$ cat src/sv/sha_pkg.sv
`timescale 1ns / 1ps
// ----------------------------------------------------------------------------
// SHA-256 package
// Shared types, constants and the rotate helper for the hash engine.
// ----------------------------------------------------------------------------
package sha_pkg;

  localparam int unsigned QueueDepth = 2;

  typedef struct packed {
    logic [7:0] data_byte;
    logic       byte_present;
    logic       end_of_message;
  } in_item_t;

  typedef struct packed {
    logic [31:0] digest_word;
    logic [2:0]  word_number;
    logic        final_word;
  } out_item_t;

  // Request from the front part to the compression back part
  typedef struct packed {
    logic [511:0] block;
    logic         last;
  } blk_req_t;

  localparam logic [31:0] RoundK [64] = '{
    32'h428a2f98, 32'h71374491, 32'hb5c0fbcf, 32'he9b5dba5,
    32'h3956c25b, 32'h59f111f1, 32'h923f82a4, 32'hab1c5ed5,
    32'hd807aa98, 32'h12835b01, 32'h243185be, 32'h550c7dc3,
    32'h72be5d74, 32'h80deb1fe, 32'h9bdc06a7, 32'hc19bf174,
    32'he49b69c1, 32'hefbe4786, 32'h0fc19dc6, 32'h240ca1cc,
    32'h2de92c6f, 32'h4a7484aa, 32'h5cb0a9dc, 32'h76f988da,
    32'h983e5152, 32'ha831c66d, 32'hb00327c8, 32'hbf597fc7,
    32'hc6e00bf3, 32'hd5a79147, 32'h06ca6351, 32'h14292967,
    32'h27b70a85, 32'h2e1b2138, 32'h4d2c6dfc, 32'h53380d13,
    32'h650a7354, 32'h766a0abb, 32'h81c2c92e, 32'h92722c85,
    32'ha2bfe8a1, 32'ha81a664b, 32'hc24b8b70, 32'hc76c51a3,
    32'hd192e819, 32'hd6990624, 32'hf40e3585, 32'h106aa070,
    32'h19a4c116, 32'h1e376c08, 32'h2748774c, 32'h34b0bcb5,
    32'h391c0cb3, 32'h4ed8aa4a, 32'h5b9cca4f, 32'h682e6ff3,
    32'h748f82ee, 32'h78a5636f, 32'h84c87814, 32'h8cc70208,
    32'h90befffa, 32'ha4506ceb, 32'hbef9a3f7, 32'hc67178f2
  };

  localparam logic [31:0] InitH [8] = '{
    32'h6a09e667, 32'hbb67ae85, 32'h3c6ef372, 32'ha54ff53a,
    32'h510e527f, 32'h9b05688c, 32'h1f83d9ab, 32'h5be0cd19
  };

  localparam logic [7:0] PadByte  = 8'h80;
  localparam int unsigned LenPos  = 56;

  function automatic logic [31:0] rotr(input logic [31:0] x, input int unsigned n);
    rotr = (x >> n) | (x << (32 - n));
  endfunction

endpackage

$ cat src/sv/sha_stream_if.sv
`timescale 1ns / 1ps
// ----------------------------------------------------------------------------
// Stream interface
// Valid/ready channel carrying one payload of parameterized type.
// ----------------------------------------------------------------------------
interface sha_stream_if #(parameter type T = logic) (input logic clk);
  logic valid;
  logic ready;
  T     payload;
  modport source (output valid, output payload, input ready);
  modport sink (input valid, input payload, output ready);
endinterface

$ cat src/sv/sha256_hash_engine_unit.sv
`timescale 1ns / 1ps
// ----------------------------------------------------------------------------
// SHA-256 hash engine
// Byte-stream SHA-256 with a packing/padding front, a block queue and a
// one-round-per-cycle compression unit.
// Throughput: one request per cycle while a block fills; a full block stalls
//   the input until the compression unit takes it from the queue.
// Output: first digest word valid once the last padding block after the end
//   request is compressed, plus any wait for an earlier block; then one word/cycle while out_ready is high.
// Reset (rst, synchronous): chain words to initial values, length to zero.
// ----------------------------------------------------------------------------
module sha256_hash_engine_unit (
  input logic clk,
  input logic rst,
  sha_stream_if.sink   in_ch,
  sha_stream_if.source out_ch
);
  import sha_pkg::*;

  logic     req_valid;
  blk_req_t req;
  logic     q_space;
  logic     q_valid;
  logic     q_ready;
  blk_req_t q_data;

  sha_front u_front (
    .clk(clk), .rst(rst),
    .in_valid(in_ch.valid), .in_ready(in_ch.ready), .in_item(in_ch.payload),
    .req_valid(req_valid), .req_ready(q_space), .req(req)
  );

  sha_queue u_queue (
    .clk(clk), .rst(rst),
    .wr_valid(req_valid), .wr_data(req), .space(q_space),
    .rd_valid(q_valid), .rd_ready(q_ready), .rd_data(q_data)
  );

  sha_core u_core (
    .clk(clk), .rst(rst),
    .req_valid(q_valid), .req_ready(q_ready), .req(q_data),
    .out_valid(out_ch.valid), .out_ready(out_ch.ready), .out_item(out_ch.payload)
  );

endmodule

$ cat src/sv/sha_front.sv
`timescale 1ns / 1ps
// ----------------------------------------------------------------------------
// SHA-256 front part
// Packs message bytes into blocks, counts length, builds padding blocks and
// queues block requests for the compression unit.
// ----------------------------------------------------------------------------
module sha_front (
  input  logic              clk,
  input  logic              rst,
  input  logic              in_valid,
  output logic              in_ready,
  input  sha_pkg::in_item_t in_item,
  output logic              req_valid,
  input  logic              req_ready,
  output sha_pkg::blk_req_t req
);
  import sha_pkg::*;

  typedef enum logic [1:0] {S_FILL, S_PAD1, S_PAD2} state_t;

  state_t       state;
  logic [511:0] block;
  logic [60:0]  message_bytes;
  logic         byte_take;
  logic [5:0]   pos;
  logic [511:0] blk_with;
  logic [511:0] pad_blk;
  logic [63:0]  bit_len;
  logic         need_extra;

  assign pos       = message_bytes[5:0];
  assign bit_len   = {message_bytes, 3'b000};
  assign in_ready  = (state == S_FILL) && req_ready;
  assign byte_take = in_valid && in_ready && in_item.byte_present;

  // Block after inserting the incoming byte
  always_comb begin
    blk_with = block;
    if (in_item.byte_present)
      blk_with[511 - 8*pos -: 8] = in_item.data_byte;
  end

  // Padding block for the current length (pos is next free byte)
  always_comb begin
    pad_blk = block;
    for (int i = 0; i < 64; i++) begin
      if (i == int'(pos)) pad_blk[511 - 8*i -: 8] = PadByte;
      else if (i > int'(pos)) pad_blk[511 - 8*i -: 8] = 8'h00;
    end
    need_extra = (int'(pos) + 1 > LenPos);
    if (!need_extra)
      pad_blk[63:0] = bit_len;
  end

  always_ff @(posedge clk) begin
    if (rst) begin
      state         <= S_FILL;
      message_bytes <= '0;
      req_valid     <= 1'b0;
    end else begin
      case (state)
        S_FILL: begin
          // full block goes out as soon as its last byte is taken
          req_valid <= byte_take && (pos == 6'd63);
          if (in_valid && in_ready) begin
            block <= blk_with;
            if (byte_take) begin
              message_bytes <= message_bytes + 61'd1;
              if (pos == 6'd63) begin
                req.block <= blk_with;
                req.last  <= 1'b0;
              end
            end
            if (in_item.end_of_message) state <= S_PAD1;
          end
        end
        S_PAD1: begin
          req_valid <= req_ready;
          if (req_ready) begin
            req.block <= pad_blk;
            req.last  <= !need_extra;
            if (need_extra) begin
              state <= S_PAD2;
            end else begin
              state         <= S_FILL;
              message_bytes <= '0;
            end
          end
        end
        S_PAD2: begin
          req_valid <= req_ready;
          if (req_ready) begin
            req.block     <= {448'b0, bit_len};
            req.last      <= 1'b1;
            state         <= S_FILL;
            message_bytes <= '0;
          end
        end
        default: begin
          req_valid <= 1'b0;
          state     <= S_FILL;
        end
      endcase
    end
  end

  // A request is only issued when the queue had space
  a_req_space: assert property (@(posedge clk) disable iff (rst)
    req_valid |-> $past(req_ready)) else $error("request without queue space");
  a_len_clear: assert property (@(posedge clk) disable iff (rst)
    (state == S_PAD2 && req_ready) |=> message_bytes == '0)
    else $error("length not cleared");
  a_no_take_pad: assert property (@(posedge clk) disable iff (rst)
    state != S_FILL |-> !in_ready) else $error("input taken during padding");

endmodule

$ cat src/sv/sha_queue.sv
`timescale 1ns / 1ps
// ----------------------------------------------------------------------------
// SHA-256 block queue
// Short queue of block requests between the front and the compression unit.
// Ready is held low whenever an extra request in flight could overflow it.
// ----------------------------------------------------------------------------
module sha_queue (
  input  logic              clk,
  input  logic              rst,
  input  logic              wr_valid,
  input  sha_pkg::blk_req_t wr_data,
  output logic              space,
  output logic              rd_valid,
  input  logic              rd_ready,
  output sha_pkg::blk_req_t rd_data
);
  import sha_pkg::*;

  blk_req_t   slots [QueueDepth];
  logic [1:0] count;
  logic       wr_ptr;
  logic       rd_ptr;
  logic       pop;

  assign rd_valid = (count != 2'd0);
  assign rd_data  = slots[rd_ptr];
  assign pop      = rd_valid && rd_ready;
  // one request may be in flight from the front's output register
  assign space    = (count == 2'd0) && !wr_valid;

  always_ff @(posedge clk) begin
    if (rst) begin
      count  <= '0;
      wr_ptr <= 1'b0;
      rd_ptr <= 1'b0;
    end else begin
      if (wr_valid) begin
        slots[wr_ptr] <= wr_data;
        wr_ptr        <= !wr_ptr;
      end
      if (pop) rd_ptr <= !rd_ptr;
      count <= count + {1'b0, wr_valid} - {1'b0, pop};
    end
  end

  a_no_ovf: assert property (@(posedge clk) disable iff (rst)
    wr_valid |-> (count < 2'd2)) else $error("queue overflow");
  a_cnt_rng: assert property (@(posedge clk) disable iff (rst)
    count <= 2'd2) else $error("queue count out of range");
  a_pop_step: assert property (@(posedge clk) disable iff (rst)
    (pop && !wr_valid) |=> count == $past(count) - 2'd1) else $error("bad pop count");

endmodule

$ cat src/sv/sha_core.sv
`timescale 1ns / 1ps
// ----------------------------------------------------------------------------
// SHA-256 compression unit
// One round per cycle with a 16-word schedule window; adds into the chain
// words and emits the digest after the last block of a message.
// ----------------------------------------------------------------------------
module sha_core (
  input  logic               clk,
  input  logic               rst,
  input  logic               req_valid,
  output logic               req_ready,
  input  sha_pkg::blk_req_t  req,
  output logic               out_valid,
  input  logic               out_ready,
  output sha_pkg::out_item_t out_item
);
  import sha_pkg::*;

  typedef enum logic [1:0] {S_IDLE, S_ROUND, S_ADD, S_EMIT} state_t;

  state_t      state;
  logic [31:0] h [8];
  logic [31:0] v [8];
  logic [31:0] w [16];
  logic [5:0]  rnd;
  logic        last;
  logic [2:0]  wnum;

  logic [31:0] t1, t2, s0, s1, w_new;

  assign req_ready = (state == S_IDLE);

  always_comb begin
    t1 = v[7] + (rotr(v[4], 6) ^ rotr(v[4], 11) ^ rotr(v[4], 25))
         + ((v[4] & v[5]) ^ (~v[4] & v[6])) + RoundK[rnd] + w[0];
    t2 = (rotr(v[0], 2) ^ rotr(v[0], 13) ^ rotr(v[0], 22))
         + ((v[0] & v[1]) ^ (v[0] & v[2]) ^ (v[1] & v[2]));
    s0 = rotr(w[1], 7) ^ rotr(w[1], 18) ^ (w[1] >> 3);
    s1 = rotr(w[14], 17) ^ rotr(w[14], 19) ^ (w[14] >> 10);
    w_new = s1 + w[9] + s0 + w[0];
  end

  always_ff @(posedge clk) begin
    if (rst) begin
      state     <= S_IDLE;
      out_valid <= 1'b0;
      for (int i = 0; i < 8; i++) h[i] <= InitH[i];
    end else begin
      case (state)
        S_IDLE: begin
          if (req_valid) begin
            for (int i = 0; i < 16; i++) w[i] <= req.block[511 - 32*i -: 32];
            for (int i = 0; i < 8; i++) v[i] <= h[i];
            last  <= req.last;
            rnd   <= '0;
            state <= S_ROUND;
          end
        end
        S_ROUND: begin
          for (int i = 0; i < 15; i++) w[i] <= w[i+1];
          w[15] <= w_new;
          v[7] <= v[6];
          v[6] <= v[5];
          v[5] <= v[4];
          v[4] <= v[3] + t1;
          v[3] <= v[2];
          v[2] <= v[1];
          v[1] <= v[0];
          v[0] <= t1 + t2;
          rnd  <= rnd + 6'd1;
          if (rnd == 6'd63) state <= S_ADD;
        end
        S_ADD: begin
          for (int i = 0; i < 8; i++) h[i] <= h[i] + v[i];
          if (last) begin
            state              <= S_EMIT;
            wnum               <= '0;
            out_valid          <= 1'b1;
            out_item.digest_word <= h[0] + v[0];
            out_item.word_number <= '0;
            out_item.final_word  <= 1'b0;
          end else begin
            state <= S_IDLE;
          end
        end
        S_EMIT: begin
          if (out_ready) begin
            if (wnum == 3'd7) begin
              out_valid <= 1'b0;
              state     <= S_IDLE;
              for (int i = 0; i < 8; i++) h[i] <= InitH[i];
            end else begin
              wnum                 <= wnum + 3'd1;
              out_item.digest_word <= h[wnum + 3'd1];
              out_item.word_number <= wnum + 3'd1;
              out_item.final_word  <= (wnum == 3'd6);
            end
          end
        end
        default: state <= S_IDLE;
      endcase
    end
  end

  a_emit_valid: assert property (@(posedge clk) disable iff (rst)
    (state == S_EMIT) == out_valid) else $error("output valid mismatch");
  a_final: assert property (@(posedge clk) disable iff (rst)
    out_valid |-> (out_item.final_word == (out_item.word_number == 3'd7)))
    else $error("final flag mismatch");
  a_num: assert property (@(posedge clk) disable iff (rst)
    out_valid |-> out_item.word_number == wnum) else $error("word number mismatch");

endmodule
$ cat src/flat_wrapper.sv
// flat-port wrapper written by rule: the top's interface ports become plain ports
module sha256_hash_engine_unit_flat import sha_pkg::*;
  (clk, rst, in_ch_valid, in_ch_payload, in_ch_ready, out_ch_valid, out_ch_payload, out_ch_ready);
  sha_stream_if in_ch_i (.clk(clk));
  sha_stream_if out_ch_i (.clk(clk));
  input logic clk;
  input logic rst;
  input wire logic [$bits(in_ch_i.valid)-1:0] in_ch_valid;
  input wire logic [$bits(in_ch_i.payload)-1:0] in_ch_payload;
  output wire logic [$bits(in_ch_i.ready)-1:0] in_ch_ready;
  output wire logic [$bits(out_ch_i.valid)-1:0] out_ch_valid;
  output wire logic [$bits(out_ch_i.payload)-1:0] out_ch_payload;
  input wire logic [$bits(out_ch_i.ready)-1:0] out_ch_ready;
  assign in_ch_i.valid = in_ch_valid;
  assign in_ch_i.payload = in_ch_payload;
  assign in_ch_ready = in_ch_i.ready;
  assign out_ch_valid = out_ch_i.valid;
  assign out_ch_payload = out_ch_i.payload;
  assign out_ch_i.ready = out_ch_ready;
  sha256_hash_engine_unit u_core (.clk(clk), .rst(rst), .in_ch(in_ch_i), .out_ch(out_ch_i));
endmodule
$ cat config.mk
export PLATFORM = sky130hd
export DESIGN_NAME = sha256_hash_engine_unit_flat
export DESIGN_NICKNAME = d
export VERILOG_FILES = /design/src/sv/sha_pkg.sv /design/src/sv/sha_stream_if.sv /design/src/sv/sha256_hash_engine_unit.sv /design/src/sv/sha_front.sv /design/src/sv/sha_queue.sv /design/src/sv/sha_core.sv /design/src/flat_wrapper.sv
export SDC_FILE = /design/constraint.sdc
export NUM_CORES = 1
export LEC_CHECK = 0
export ABC_AREA = 1
export BUFFER_PORTS_ARGS = -buffer_cell sky130_fd_sc_hd__buf_2
export CAP_MARGIN = 20
export CORE_MARGIN = 5
export CORE_UTILIZATION = 56
export CTS_CLUSTER_SIZE = 8
export DETAILED_ROUTE_END_ITERATION = 7
export GPL_TIMING_DRIVEN = 0
export PLACE_DENSITY = 0.75
export SLEW_MARGIN = 20
export SYNTH_ARGS = -nofsm -noshare
export SYNTH_HDL_FRONTEND = slang
export SYNTH_SLANG_ARGS = --single-unit
$ cat constraint.sdc
create_clock -name clk -period 1.8 [get_ports clk]
set_input_delay 0.27 -clock clk [delete_from_list [all_inputs] [get_ports clk]]
set_output_delay 0.27 -clock clk [all_outputs]
set_load 0.005 [all_outputs]
==> flow_metrics.env <==
export IMPL_status="complete, no violations"
export IMPL_pwr_share_seq_pct=41.4
export IMPL_dp_final_hpwl_um=1110
export IMPL_setup_viol=0
export IMPL_coreArea_um2=1540
export IMPL_wirelength_um=1420
export IMPL_criticalPathCategory="flip-flop to flip-flop"
export IMPL_async_reset_ff_share_pct=0
export IMPL_slew_viol_final=0
export IMPL_drc=0
export IMPL_worst_path_buf_inv=3
export IMPL_synth_compound_area_share_pct=10.0
export IMPL_cap_viol_max_count=0
export IMPL_path_cells="inv_1 -> ha_4 -> inv_2 -> nor2_2 -> ha_1 -> inv_1 -> ha_1 -> xnor2_2 -> o21ai_1 -> a21oi_1"
export IMPL_p_switching_w=0.000588
export IMPL_io_buffer_count=7
export IMPL_critPathMaxFanout=4
export IMPL_dieArea_um2=2570
export IMPL_grt_ovfl_total=0
export IMPL_arrival_ns=1.84
export IMPL_crit_slowest_cell="dfxtp_4"
export IMPL_synthFlopType="edfxtp_1"
export IMPL_gp_congestion=0.709
export IMPL_period_share_pct=92.2
export IMPL_max_slew_margin_pct=66.8
export IMPL_dr_total_vias=657
export IMPL_leakagePower_nw=0.465
export IMPL_worst_pin_slew_ns=0.496
export IMPL_start_kind="flip-flop"
export IMPL_viasPerCell=5.13
export IMPL_yosys_top_cells_count="15 x inv_1, 14 x nand2_1, 14 x nor2_1"
export IMPL_yosys_area_top_type="edfxtp_1"
export IMPL_dr_pass1_iters=4
export IMPL_min_period_ns=1.66
export IMPL_min_path_type="input port to flip-flop"
export IMPL_clk_latency_ns=0.29
export IMPL_syn_nets=116
export IMPL_cts_sinks=17
export IMPL_antenna_found_initial=0
export IMPL_yosysMostFrequentCell="inv_1"
export IMPL_clk_pin_slew_ns=0.10
export IMPL_worst_setup_path_end_kind="flip-flop"
export IMPL_grt_pass1_vias=607
export IMPL_hold_viol_final=0
export IMPL_synth_fa_ha_area_share_pct=14.9
export IMPL_io_pins=8
export IMPL_grt_pass1_wl_um=2520
export IMPL_swShare_pct=39.2
export IMPL_cts_path_max_buffers=2
export IMPL_fin_util_pct=67.9
export IMPL_yosys_register_bits=17
export IMPL_finalPower_w=0.00150
export IMPL_min_path_cells=2
export IMPL_clock_skew_ns=0.00744
export IMPL_whs_ns=0.211
export IMPL_htree_levels=1
export IMPL_cts_root_buffer="clkbuf_4"
export IMPL_synth_xor_area_share_pct=1.89
export IMPL_cts_hold_buf=0
export IMPL_ant_nets=0
export IMPL_share_comb_of_total_power_pct=45.3
export IMPL_initial_core_util_pct=60.1
export IMPL_synth_top_family_by_area="simple AND/OR/NAND/NOR gates"
export IMPL_grt_usage_pct=12.6
export IMPL_syn_area_um2=926
export IMPL_synth_avg_cell_area_um2=9.26
export IMPL_fillers=127
export IMPL_ys_top_cells_by_area="edfxtp_1 32%, dfxtp_1 15%, ha_1 15%, inv_1 6.1%, nand2_1 5.7%"
export IMPL_muxShareOfSynthArea_pct=0
export IMPL_placed_cells=123
export IMPL_nets=129
export IMPL_drt_iter0_markers=19
export IMPL_pre_cts_slack_ns=-0.0144
export IMPL_critPathMaxStageDelay_ns=0.37
export IMPL_seq_area_frac_synth_pct=47.6
export IMPL_tritoncts_num_buffers=3
export IMPL_clockPowerShare_pct=13.3
export IMPL_routedWlPerCell_um=11.1
export IMPL_fin_ws_ns=0.141
export IMPL_synth_simple_area_share_pct=18.8
export IMPL_cp_depth=10
export IMPL_stdcell_count=128
export IMPL_synth_cell_types=18
export IMPL_grt_start_max_net_pins=11
export IMPL_synth_edf_count=10
export IMPL_drive_above_1_share_pct=25.0
export IMPL_cp_data_required_time_ns=1.98
export IMPL_max_freq_ghz=0.603
export IMPL_intPower_w=0.000914
export IMPL_cts_tree="yes"
export IMPL_critPathTopFamily="adder cells"
export IMPL_n_antenna_cell=0
export IMPL_ir_drop_mv=0.835
export IMPL_die_w_um=50.7
export IMPL_reg2regPathDepth=10
export IMPL_rows=14
export IMPL_die_h_um=50.7
export IMPL_synth_top_area_share_pct=32.4
export IMPL_syn_inst=100
export IMPL_area_growth_pct=13.1
export IMPL_ys_warn_count=0
export IMPL_power_per_cell_area_nw_per_um2=1430
==> logic make-up after synthesis <==
logic type | after synthesis
AND/OR/NAND/NOR | 38
buffers and inverters | 17
flip-flops | 17
AO/OA/AOI/OAI | 15
adder cells (fa/ha/maj) | 11
XOR/XNOR | 2
==> registers in the layout, summed over array words and instances (netlist names) <==
signal and cells:
u_core.u_core.rnd 6, u_core.u_core.wnum 3, u_core.u_core.state 2, u_core.u_queue.count 2
u_core.u_core.out_item 1, u_core.u_core.out_valid 1, u_core.u_front.req_valid 1, u_core.u_front.state 1
==> cells in the final DEF, fill, tap and decap left out <==
| cell | instances |
|---|---|
| edfxtp_1 | 10 |
| o21ai_1 | 1 |
| nor3_1 | 2 |
| xnor2_2 | 1 |
| ha_1 | 10 |
| ha_4 | 1 |
| inv_1 | 14 |
| nand3_2 | 2 |
| clkbuf_4 | 3 |
| a21oi_2 | 2 |
| dfxtp_4 | 1 |
| nor2_4 | 1 |
| nor2_2 | 2 |
| nand2_2 | 1 |
| nand2_1 | 14 |
| xnor2_1 | 1 |
| nor2_1 | 13 |
| dfxtp_1 | 5 |
| buf_2 | 7 |
| o21ai_0 | 3 |
| dfxtp_2 | 1 |
| inv_2 | 3 |
| buf_4 | 1 |
| o21bai_4 | 1 |
| a21oi_1 | 8 |
| nand3_1 | 3 |
| clkinv_2 | 1 |
==> power by group through the flow <==
stage	clock [W]	combinational, W	sequential, W
after floorplan	0	0.000499	0.000606
final	0.000200	0.000680	0.000623
after CTS	0.000208	0.000630	0.000616
after detailed placement	0	0.000623	0.000623
after global routing	0.000235	0.000802	0.000638
after global placement	0	0.000610	0.000615
==> timing repair <==
item	in CTS	in global routing
gates resized for setup	1	9
setup buffers	0	1
pin swaps	0	1
setup endpoints to repair	1	11
==> worst paths after layout <==
| check | from | to | slack, ns |
|---|---|---|---|
| min reg2reg | u_core.u_core.out_valid$_SDFFE_PP0P_ | u_core.u_core.out_valid$_SDFFE_PP0P_ | 0.48 |
| min | rst | u_core.u_front.state[0]$_SDFFE_PP0P_ | 0.21 |
| max reg2reg | u_core.u_core.state[0]$_SDFFE_PP0P_ | u_core.u_queue.count[1]$_SDFF_PP0_ | 0.14 |
| max | u_core.u_core.state[0]$_SDFFE_PP0P_ | u_core.u_queue.count[1]$_SDFF_PP0_ | 0.14 |
==> through the flow <==
stage / TNS, ns / cell area, µm²
2_1_floorplan: 0 / 926
3_3_place_gp: 0 / 981
3_5_place_dp: -0.0144 / 981
4_1_cts: 0 / 1010
5_1_grt: -0.0314 / 1050
6_report: 0 / 1050
==> routing by layer <==
layer | vias to the layer above | share of wire, % | routed length [µm] | global-route usage, %
met5 | - | 0 | 0 | 0
met4 | 0 | 1.6 | 23 | 5.11
met3 | 4 | 4.2 | 60 | 2.66
met2 | 12 | 48 | 673 | 21.1
met1 | 292 | 46 | 657 | 15.6
li1 | 349 | - | - | -
==> area by class of cell <==
| class | instances | area, µm² | share of cell area (%) |
|---|---|---|---|
| clock buffers | 3 | 22.5 | 2.15 |
| clock inverters | 1 | 5.00 | 0.478 |
| inverters | 17 | 63.8 | 6.09 |
| multi-input cells | 66 | 448 | 42.8 |
| flip-flops and latches | 17 | 445 | 42.5 |
| well taps | 16 | 20.0 | 1.91 |
| repair buffers | 8 | 42.5 | 4.06 |
No activity file was read; power rests on OpenSTA's default activity.
